==> src/hdl/olst_pkg.sv <==
`default_nettype none

package olst_pkg;

  localparam int DEPTH      = 16;
  localparam int DATA_WIDTH = 32;
  localparam int POS_W      = 5;
  localparam int CNT_W      = 5;
  localparam int FUNC_W     = 3;
  localparam int OP_W       = 3;

  // Request codes as they arrive on the input channel.
  localparam logic [FUNC_W-1:0] FUNC_APPEND       = 3'd0;
  localparam logic [FUNC_W-1:0] FUNC_REMOVE_LAST  = 3'd1;
  localparam logic [FUNC_W-1:0] FUNC_INSERT       = 3'd2;
  localparam logic [FUNC_W-1:0] FUNC_REMOVE_VALUE = 3'd3;
  localparam logic [FUNC_W-1:0] FUNC_REMOVE_AT    = 3'd4;
  localparam logic [FUNC_W-1:0] FUNC_READ         = 3'd5;

  // Internal operation classes handed from the front end to the back end.
  localparam logic [OP_W-1:0] OP_BAD          = 3'd0;
  localparam logic [OP_W-1:0] OP_APPEND       = 3'd1;
  localparam logic [OP_W-1:0] OP_REMOVE_LAST  = 3'd2;
  localparam logic [OP_W-1:0] OP_INSERT       = 3'd3;
  localparam logic [OP_W-1:0] OP_REMOVE_VALUE = 3'd4;
  localparam logic [OP_W-1:0] OP_REMOVE_AT    = 3'd5;
  localparam logic [OP_W-1:0] OP_READ         = 3'd6;

  typedef struct packed {
    logic [FUNC_W-1:0]            func;
    logic signed [DATA_WIDTH-1:0] value;
    logic [POS_W-1:0]             position;
  } req_t;

  typedef struct packed {
    logic signed [DATA_WIDTH-1:0] read_value;
    logic [CNT_W-1:0]             count;
    logic                         found;
    logic                         error;
  } res_t;

  typedef struct packed {
    logic [OP_W-1:0]       op;
    logic [DATA_WIDTH-1:0] value;
    logic [POS_W-1:0]      position;
  } cmd_t;

endpackage

`default_nettype wire

==> src/hdl/ordered_list_engine.sv <==
`default_nettype none

// Ordered list engine: an ordered list of up to 16 signed 32-bit words.
// Requests enter through a queue-style port: drive req and raise push; the
// item is taken at a clock edge where push is high and full is low.
// Each request yields exactly one result item, read queue-style: while empty
// is low the oldest result sits on res, and pop at an edge takes it.
// The front end classifies the request code and holds up to two requests;
// the back end keeps the list cells and carries out one request at a time.
// Throughput is one item per cycle while the result queue has room; remove
// value holds the back end for a compare step over every cell and then a
// shift step over the list.
// A two-entry result queue lets the back end keep working while the receiver
// holds off pop; when it fills, the back end stops and the request queue
// raises full. Synchronous reset empties the list and both queues; cell
// contents are not cleared and are never read before they are written.

module ordered_list_engine
  import olst_pkg::*;
(
  input  wire logic clk,
  input  wire logic rst,
  input  wire logic push,
  output logic      full,
  input  wire req_t req,
  output logic      empty,
  input  wire logic pop,
  output res_t      res
);

  logic cmd_valid;
  cmd_t cmd;
  logic cmd_take;

  olst_front u_front (
    .clk       (clk),
    .rst       (rst),
    .push      (push),
    .full      (full),
    .req       (req),
    .cmd_valid (cmd_valid),
    .cmd       (cmd),
    .cmd_take  (cmd_take)
  );

  olst_back u_back (
    .clk       (clk),
    .rst       (rst),
    .cmd_valid (cmd_valid),
    .cmd       (cmd),
    .cmd_take  (cmd_take),
    .empty     (empty),
    .pop       (pop),
    .res       (res)
  );

endmodule

`default_nettype wire

==> src/hdl/olst_front.sv <==
`default_nettype none

module olst_front
  import olst_pkg::*;
(
  input  wire logic clk,
  input  wire logic rst,
  input  wire logic push,
  output logic      full,
  input  wire req_t req,
  output logic      cmd_valid,
  output cmd_t      cmd,
  input  wire logic cmd_take
);

  cmd_t       fq_mem [2];
  logic       wr_ptr;
  logic       rd_ptr;
  logic [1:0] fq_count;
  logic       fq_push;
  logic       fq_pop;
  cmd_t       cmd_in;

  // Classify the request code; unused codes become a failing operation.
  always_comb begin
    cmd_in.value    = req.value;
    cmd_in.position = req.position;
    case (req.func)
      FUNC_APPEND:       cmd_in.op = OP_APPEND;
      FUNC_REMOVE_LAST:  cmd_in.op = OP_REMOVE_LAST;
      FUNC_INSERT:       cmd_in.op = OP_INSERT;
      FUNC_REMOVE_VALUE: cmd_in.op = OP_REMOVE_VALUE;
      FUNC_REMOVE_AT:    cmd_in.op = OP_REMOVE_AT;
      FUNC_READ:         cmd_in.op = OP_READ;
      default:           cmd_in.op = OP_BAD;
    endcase
  end

  assign full      = (fq_count == 2'd2);
  assign cmd_valid = (fq_count != 2'd0);
  assign cmd       = fq_mem[rd_ptr];
  assign fq_push   = push && !full;
  assign fq_pop    = cmd_take && cmd_valid;

  always_ff @(posedge clk) begin
    if (fq_push) begin
      fq_mem[wr_ptr] <= cmd_in;
    end
  end

  always_ff @(posedge clk) begin
    if (rst) begin
      wr_ptr   <= 1'b0;
      rd_ptr   <= 1'b0;
      fq_count <= 2'd0;
    end else begin
      if (fq_push) begin
        wr_ptr <= !wr_ptr;
      end
      if (fq_pop) begin
        rd_ptr <= !rd_ptr;
      end
      fq_count <= fq_count + {1'b0, fq_push} - {1'b0, fq_pop};
    end
  end

endmodule

`default_nettype wire

==> src/hdl/olst_back.sv <==
`default_nettype none

module olst_back
  import olst_pkg::*;
(
  input  wire logic clk,
  input  wire logic rst,
  input  wire logic cmd_valid,
  input  wire cmd_t cmd,
  output logic      cmd_take,
  output logic      empty,
  input  wire logic pop,
  output res_t      res
);

  logic [DATA_WIDTH-1:0] cells      [DEPTH];
  logic [DATA_WIDTH-1:0] cells_next [DEPTH];
  logic [CNT_W-1:0]      count;
  logic [CNT_W-1:0]      count_next;
  logic                  searching;
  logic [DEPTH-1:0]      match;
  logic [DEPTH-1:0]      match_next;

  res_t                  rq_mem [2];
  logic                  rq_wr_ptr;
  logic                  rq_rd_ptr;
  logic [1:0]            rq_count;
  logic                  rq_pop;
  logic                  space;
  logic                  done;
  res_t                  res_next;

  logic                  ins_en;
  logic [CNT_W-1:0]      ins_pos;
  logic                  del_en;
  logic [CNT_W-1:0]      del_pos;
  logic                  hit;
  logic [CNT_W-1:0]      hit_pos;

  assign rq_pop   = pop && !empty;
  assign space    = (rq_count != 2'd2) || rq_pop;
  assign cmd_take = cmd_valid && !searching && space;
  assign done     = (cmd_take && (cmd.op != OP_REMOVE_VALUE)) || searching;

  // Lowest matching cell wins.
  always_comb begin
    hit     = 1'b0;
    hit_pos = '0;
    for (int i = DEPTH - 1; i >= 0; i--) begin
      if (match[i]) begin
        hit     = 1'b1;
        hit_pos = CNT_W'(i);
      end
    end
  end

  always_comb begin
    for (int i = 0; i < DEPTH; i++) begin
      match_next[i] = (CNT_W'(i) < count) && (cells[i] == cmd.value);
    end
  end

  always_comb begin
    ins_en              = 1'b0;
    ins_pos             = count;
    del_en              = 1'b0;
    del_pos             = cmd.position;
    count_next          = count;
    res_next.read_value = '0;
    res_next.found      = 1'b0;
    res_next.error      = 1'b0;
    if (searching) begin
      if (hit) begin
        del_en         = 1'b1;
        del_pos        = hit_pos;
        count_next     = count - 1'b1;
        res_next.found = 1'b1;
      end
    end else if (cmd_take) begin
      case (cmd.op)
        OP_APPEND: begin
          if (count < CNT_W'(DEPTH)) begin
            ins_en     = 1'b1;
            count_next = count + 1'b1;
          end else begin
            res_next.error = 1'b1;
          end
        end
        OP_INSERT: begin
          if ((count < CNT_W'(DEPTH)) && (cmd.position <= count)) begin
            ins_en     = 1'b1;
            ins_pos    = cmd.position;
            count_next = count + 1'b1;
          end else begin
            res_next.error = 1'b1;
          end
        end
        OP_REMOVE_LAST: begin
          if (count != '0) begin
            count_next = count - 1'b1;
          end else begin
            res_next.error = 1'b1;
          end
        end
        OP_REMOVE_AT: begin
          if (cmd.position < count) begin
            del_en     = 1'b1;
            count_next = count - 1'b1;
          end else begin
            res_next.error = 1'b1;
          end
        end
        OP_READ: begin
          if (cmd.position < count) begin
            res_next.read_value = cells[cmd.position[$clog2(DEPTH)-1:0]];
          end else begin
            res_next.error = 1'b1;
          end
        end
        OP_REMOVE_VALUE: begin
          // Compare this cycle, shift and answer in the next one.
        end
        default: begin
          res_next.error = 1'b1;
        end
      endcase
    end
    res_next.count = count_next;
  end

  // Cells past the count may take stale values; they are never read.
  always_comb begin
    for (int i = 0; i < DEPTH; i++) begin
      cells_next[i] = cells[i];
      if (ins_en) begin
        if (CNT_W'(i) == ins_pos) begin
          cells_next[i] = cmd.value;
        end else if ((i > 0) && (CNT_W'(i) > ins_pos)) begin
          cells_next[i] = cells[(i > 0) ? i - 1 : 0];
        end
      end else if (del_en) begin
        if ((i < DEPTH - 1) && (CNT_W'(i) >= del_pos)) begin
          cells_next[i] = cells[(i < DEPTH - 1) ? i + 1 : i];
        end
      end
    end
  end

  always_ff @(posedge clk) begin
    cells <= cells_next;
    if (cmd_take) begin
      match <= match_next;
    end
    if (done) begin
      rq_mem[rq_wr_ptr] <= res_next;
    end
  end

  always_ff @(posedge clk) begin
    if (rst) begin
      count     <= '0;
      searching <= 1'b0;
      rq_wr_ptr <= 1'b0;
      rq_rd_ptr <= 1'b0;
      rq_count  <= 2'd0;
    end else begin
      count     <= count_next;
      searching <= cmd_take && (cmd.op == OP_REMOVE_VALUE);
      if (done) begin
        rq_wr_ptr <= !rq_wr_ptr;
      end
      if (rq_pop) begin
        rq_rd_ptr <= !rq_rd_ptr;
      end
      rq_count <= rq_count + {1'b0, done} - {1'b0, rq_pop};
    end
  end

  assign empty = (rq_count == 2'd0);
  assign res   = rq_mem[rq_rd_ptr];

`ifndef NO_ASSERTIONS
  a_no_result_overflow: assert property (@(posedge clk) disable iff (rst)
    done |-> ((rq_count != 2'd2) || rq_pop))
    else $error("result queue written while full");

  a_search_one_cycle: assert property (@(posedge clk) disable iff (rst)
    searching |=> !searching)
    else $error("value search lasted more than one cycle");

  a_error_keeps_count: assert property (@(posedge clk) disable iff (rst)
    (done && res_next.error) |=> (count == $past(count)))
    else $error("failed request changed the count");

  a_found_shrinks: assert property (@(posedge clk) disable iff (rst)
    (done && res_next.found) |=> (count == $past(count) - 1'b1))
    else $error("matched removal did not shrink the list");

  a_count_bound: assert property (@(posedge clk) disable iff (rst)
    (count == CNT_W'(DEPTH)) |-> !ins_en)
    else $error("insert into a full list");
`endif

endmodule

`default_nettype wire

==> config.mk <==
export PLATFORM = sky130hd
export DESIGN_NAME = ordered_list_engine
export DESIGN_NICKNAME = d
export VERILOG_FILES = /design/src/hdl/olst_pkg.sv /design/src/hdl/ordered_list_engine.sv /design/src/hdl/olst_front.sv /design/src/hdl/olst_back.sv
export SDC_FILE = /design/constraint.sdc
export NUM_CORES = 2
export LEC_CHECK = 0
export BUFFER_PORTS_ARGS = -buffer_cell sky130_fd_sc_hd__buf_2
export CAP_MARGIN = 40
export CORE_AREA = 2 2 357 359
export CTS_CLUSTER_DIAMETER = 50
export CTS_CLUSTER_SIZE = 10
export DETAILED_ROUTE_END_ITERATION = 8
export DIE_AREA = 0 0 359 361
export GPL_TIMING_DRIVEN = 0
export PLACE_DENSITY_LB_ADDON = 0.08
export REMOVE_ABC_BUFFERS = 1
export SLEW_MARGIN = 15
export SYNTH_ARGS = -nofsm -noshare
export SYNTH_HDL_FRONTEND = slang
export SYNTH_HIERARCHICAL = 1
export SYNTH_SLANG_ARGS = --single-unit
==> constraint.sdc <==
create_clock -name clk -period 6.8 [get_ports clk]
set_input_delay 0 -clock clk [delete_from_list [all_inputs] [get_ports clk]]
set_output_delay 0 -clock clk [all_outputs]
set_load 0.02 [all_outputs]
==> tab_implementation.tex <==
\begin{tabular}{lr}
\hline
Metric & Value \\
\hline
\multicolumn{2}{l}{\textbf{Logic synthesis}} \\
\quad Top area cells in the synthesized netlist & edfxtp\_1, mux2i\_1, mux4\_2 \\
\quad Register bit total from synthesis & 702 \\
\quad Post-synth top area share & 47.2\% \\
\quad Mapped cell area & 0.0437 mm² \\
\quad Syn Area/Cell & 11.5 µm² \\
\quad Leading area contributor after synthesis & edfxtp\_1 \\
\quad Most used standard cell by instance count after synthesis & edfxtp\_1 \\
\quad Part of the Yosys area used for sequential elements & 47.9\% \\
\quad Most frequently used flop master after synthesis & edfxtp\_1 \\
\quad Total of warnings raised by yosys & 6 \\
\quad Number of synthesized flops with an enable pin & 686 \\
\quad Commonest cells post-synth & edfxtp\_1, nand2\_1, mux2i\_1 \\
\quad Post-synthesis async set-or-reset flop share & 0\% \\
\quad Post-Synthesis Cells & 3782 \\
\quad Number of distinct standard cells referenced by the synthesized netlist & 76 \\
\multicolumn{2}{l}{\textbf{Place}} \\
\quad Post-Place Setup Slack & 0.664 ns \\
\quad Count of input and output buffers & 84 \\
\quad DP HPWL & 130 mm \\
\quad Global placement routability congestion & 0.871 \\
\quad Cells after DPL & 5305 \\
\multicolumn{2}{l}{\textbf{Cells and area}} \\
\quad Fraction of layout instances using a drive strength above 1 & 18.0\% \\
\quad Net count, final & 3926 \\
\quad Finished Layout Cells & 5622 \\
\quad Synth-to-layout area growth & 20.1\% \\
\multicolumn{2}{l}{\textbf{Detailed routing}} \\
\quad Wire per inst & 30.9 µm \\
\quad Drt drc & 0 \\
\quad Number of detailed-route iterations in the first pass & 7 \\
\quad Count of nets left with antenna violations after detail routing & 0 \\
\quad Number of vias after detailed routing & 31.8k \\
\quad Starting DRC count in detailed routing & 3667 \\
\quad Detailed Route WL & 174 mm \\
\quad Mean number of vias per cell & 5.66 \\
\multicolumn{2}{l}{\textbf{Global route}} \\
\quad Antenna violations before repair & 15 \\
\quad Total grt overflow & 0 \\
\quad Pin count of the biggest net entering global routing & 72 \\
\quad Wire length of the first global-routing pass & 243 mm \\
\quad Total Routing Usage GR & 26.3\% \\
\quad Via count of the first global-routing pass & 30.4k \\
\multicolumn{2}{l}{\textbf{Min path}} \\
\quad Worst Hold Class & in -> reg \\
\multicolumn{2}{l}{\textbf{Floorplanning}} \\
\quad Initial Utilization & 34.8\% \\
\quad Count of pins on the block boundary & 85 \\
\quad Overall die width & 359 µm \\
\quad Die area & 0.130 mm² \\
\quad Standard cell core area & 0.125 mm² \\
\quad Number of placement rows & 130 \\
\quad Vertical die dimension & 361 µm \\
\multicolumn{2}{l}{\textbf{Clock network}} \\
\quad Master cell of the clock root buffer & clkbuf\_16 \\
\quad Post-CTS sizing & 0 \\
\quad Number of clock sinks & 702 \\
\quad CTS tree & done \\
\quad Number of buffers inserted by hold repair at cts & 82 \\
\quad Max Buffers Root-to-Sink & 3 \\
\quad Clock input transition at the sequential cells of the worst setup and hold paths & 0.05 ns \\
\quad H-Tree Depth & 3 \\
\quad Post-CTS Setup Repair Bufs & 0 \\
\quad Total CTS buffers & 119 \\
\quad Clk\_lat worst skew & 0.74 ns \\
\multicolumn{2}{l}{\textbf{STA}} \\
\quad Post-layout worst setup margin & 0.707 ns \\
\quad Worst-case headroom to the max-slew limit & 37.0\% \\
\quad Number of pins with negative max-slew slack in the final report & 0 \\
\quad Final critical-path required period & 6.09 ns \\
\quad Setup repair after global routing missed its margin & false \\
\quad Finish-stage setup viols & 0 \\
\quad Number of hold violations in the final report & 0 \\
\quad Worst slew pin tran & 0.918 ns \\
\quad Peak Freq & 0.164 GHz \\
\quad Setup Skew & 0.0296 ns \\
\quad Post-route clock period utilization & 89.6\% \\
\quad Summed negative setup slack over all endpoints & 0 ns \\
\multicolumn{2}{l}{\textbf{Outcome}} \\
\quad Run status & finished clean \\
\multicolumn{2}{l}{\textbf{Critical path}} \\
\quad Category of the worst setup path launch point & flop \\
\quad Crit path required time & 7.23 ns \\
\quad Worst Setup End Kind & flop \\
\quad Largest driver fanout on the critical path & 57 \\
\quad Data arrival time of the critical path & 6.52 ns \\
\quad WS Path Type & reg -> reg \\
\multicolumn{2}{l}{\textbf{Power and ir drop}} \\
\quad Peak ir drop on the vdd network & 0.218 mV \\
\quad Leakage dissipation & 18.4 nW \\
\quad Total power divided by cell area & 447 mW/mm² \\
\multicolumn{2}{l}{\textbf{Flow run}} \\
\quad Number of violations of the max-capacitance limit & 0 \\
\hline
\end{tabular}
-- through the flow --
step	total power [W]	hold slack [ns]	utilization, %	cell area, µm²
after floorplan	0.0129	0.0691	-	42200
after CTS	0.0234	0.116	41.6	52200
after global placement	0.0162	0.190	35.6	44700
final	0.0235	0.187	41.8	52400
after detailed placement	0.0169	0.191	37.6	47200
after global routing	0.0244	0.194	41.8	52400
-- placed cells by master, fill, tap and decap left out, types with 15 or more instances in the layout --
cell type,instances
o211ai_1,62
clkinvlp_4,21
mux2_1,25
xor2_1,268
nor4_1,82
buf_16,36
nor2_1,39
nor3_1,15
buf_12,52
nand4_1,72
mux2_2,83
clkbuf_16,125
nand3_1,88
mux2i_1,393
edfxtp_1,686
mux4_2,160
buf_2,90
dlygate4sd3_1,82
clkinv_2,22
bufinv_16,21
o21ai_0,75
o21ai_1,330
a21oi_1,22
nor2b_1,45
xnor2_1,246
inv_1,27
nand2_1,573
-- power by group --
group          switching [W]  leakage (nW)  internal, W  total [W]
registers           0.000942          6.42      0.00612    0.00706
clock network        0.00231          2.00      0.00412    0.00644
logic                0.00622          10.0      0.00375    0.00997
-- path summary, 6_finish.rpt --
check                                       from                    end  slack (ns)  depth (start not counted)
worst min register to register  u_back/rq_rd_ptr       u_back/rq_rd_ptr        0.51                          2
worst max-delay path                        flop      u_back/cells[191]        0.71                         15
worst min-delay path                     req[38]  u_front/fq_mem[1][38]        0.19                          3
worst max register to register              flop      u_back/cells[191]        0.71                         15
-- cells by family (layout without fill, tap and decap cells) --
kind of cell	count (synthesis)	after routing	share of synthesized area (%)
buf+inv	354	543	3.64
mux	667	667	20.2
flops	702	702	47.9
other cells	0	1	0
xor+xnor	514	514	10.3
compound gates	559	559	7.34
simple gates	972	972	10.2
fa+ha+maj	14	14	0.395
-- worst max-delay path, stage by stage, from the launching register on --
cell	delay (ns)
dfxtp_4	0.78
mux2_8	0.58
buf_16	0.29
ha_1	0.35
nand4_1	0.11
o221ai_2	0.61
nand3_1	0.30
nand3_4	0.44
buf_16	0.31
nor2_1	0.19
o21a_1	0.15
nor3_2	0.61
buf_4	0.31
buf_6	0.17
buf_4	0.20
buf_4	0.22
-- per-layer routing --
layer	global-route usage, %	routed length, µm	vias up
li1	-	-	14226
met1	36.9	75900	16113
met2	41.1	79000	1313
met3	4.34	12800	183
met4	9.12	5890	0
met5	0	0	-
-- layout make-up --
type	count	area (µm²)
clock inverters	85	1030
repair buffers	291	3640
diodes	1	2.50
multi-input cells	2726	21500
well taps	1650	2060
fillers	11861	73000
flip-flops and latches	702	20900
inverters	29	109
clock buffers	138	3180
-- state kept, by name (all words and copies together) (netlist names), 2 cells and up, named ones only --
name,cells
u_back/count,5
u_front/fq_mem,80
u_front/fq_count,2
u_back/match,16
u_back/rq_count,2
u_back/cells,512
u_back/rq_mem,78
No activity file was read; power rests on OpenSTA's default activity.
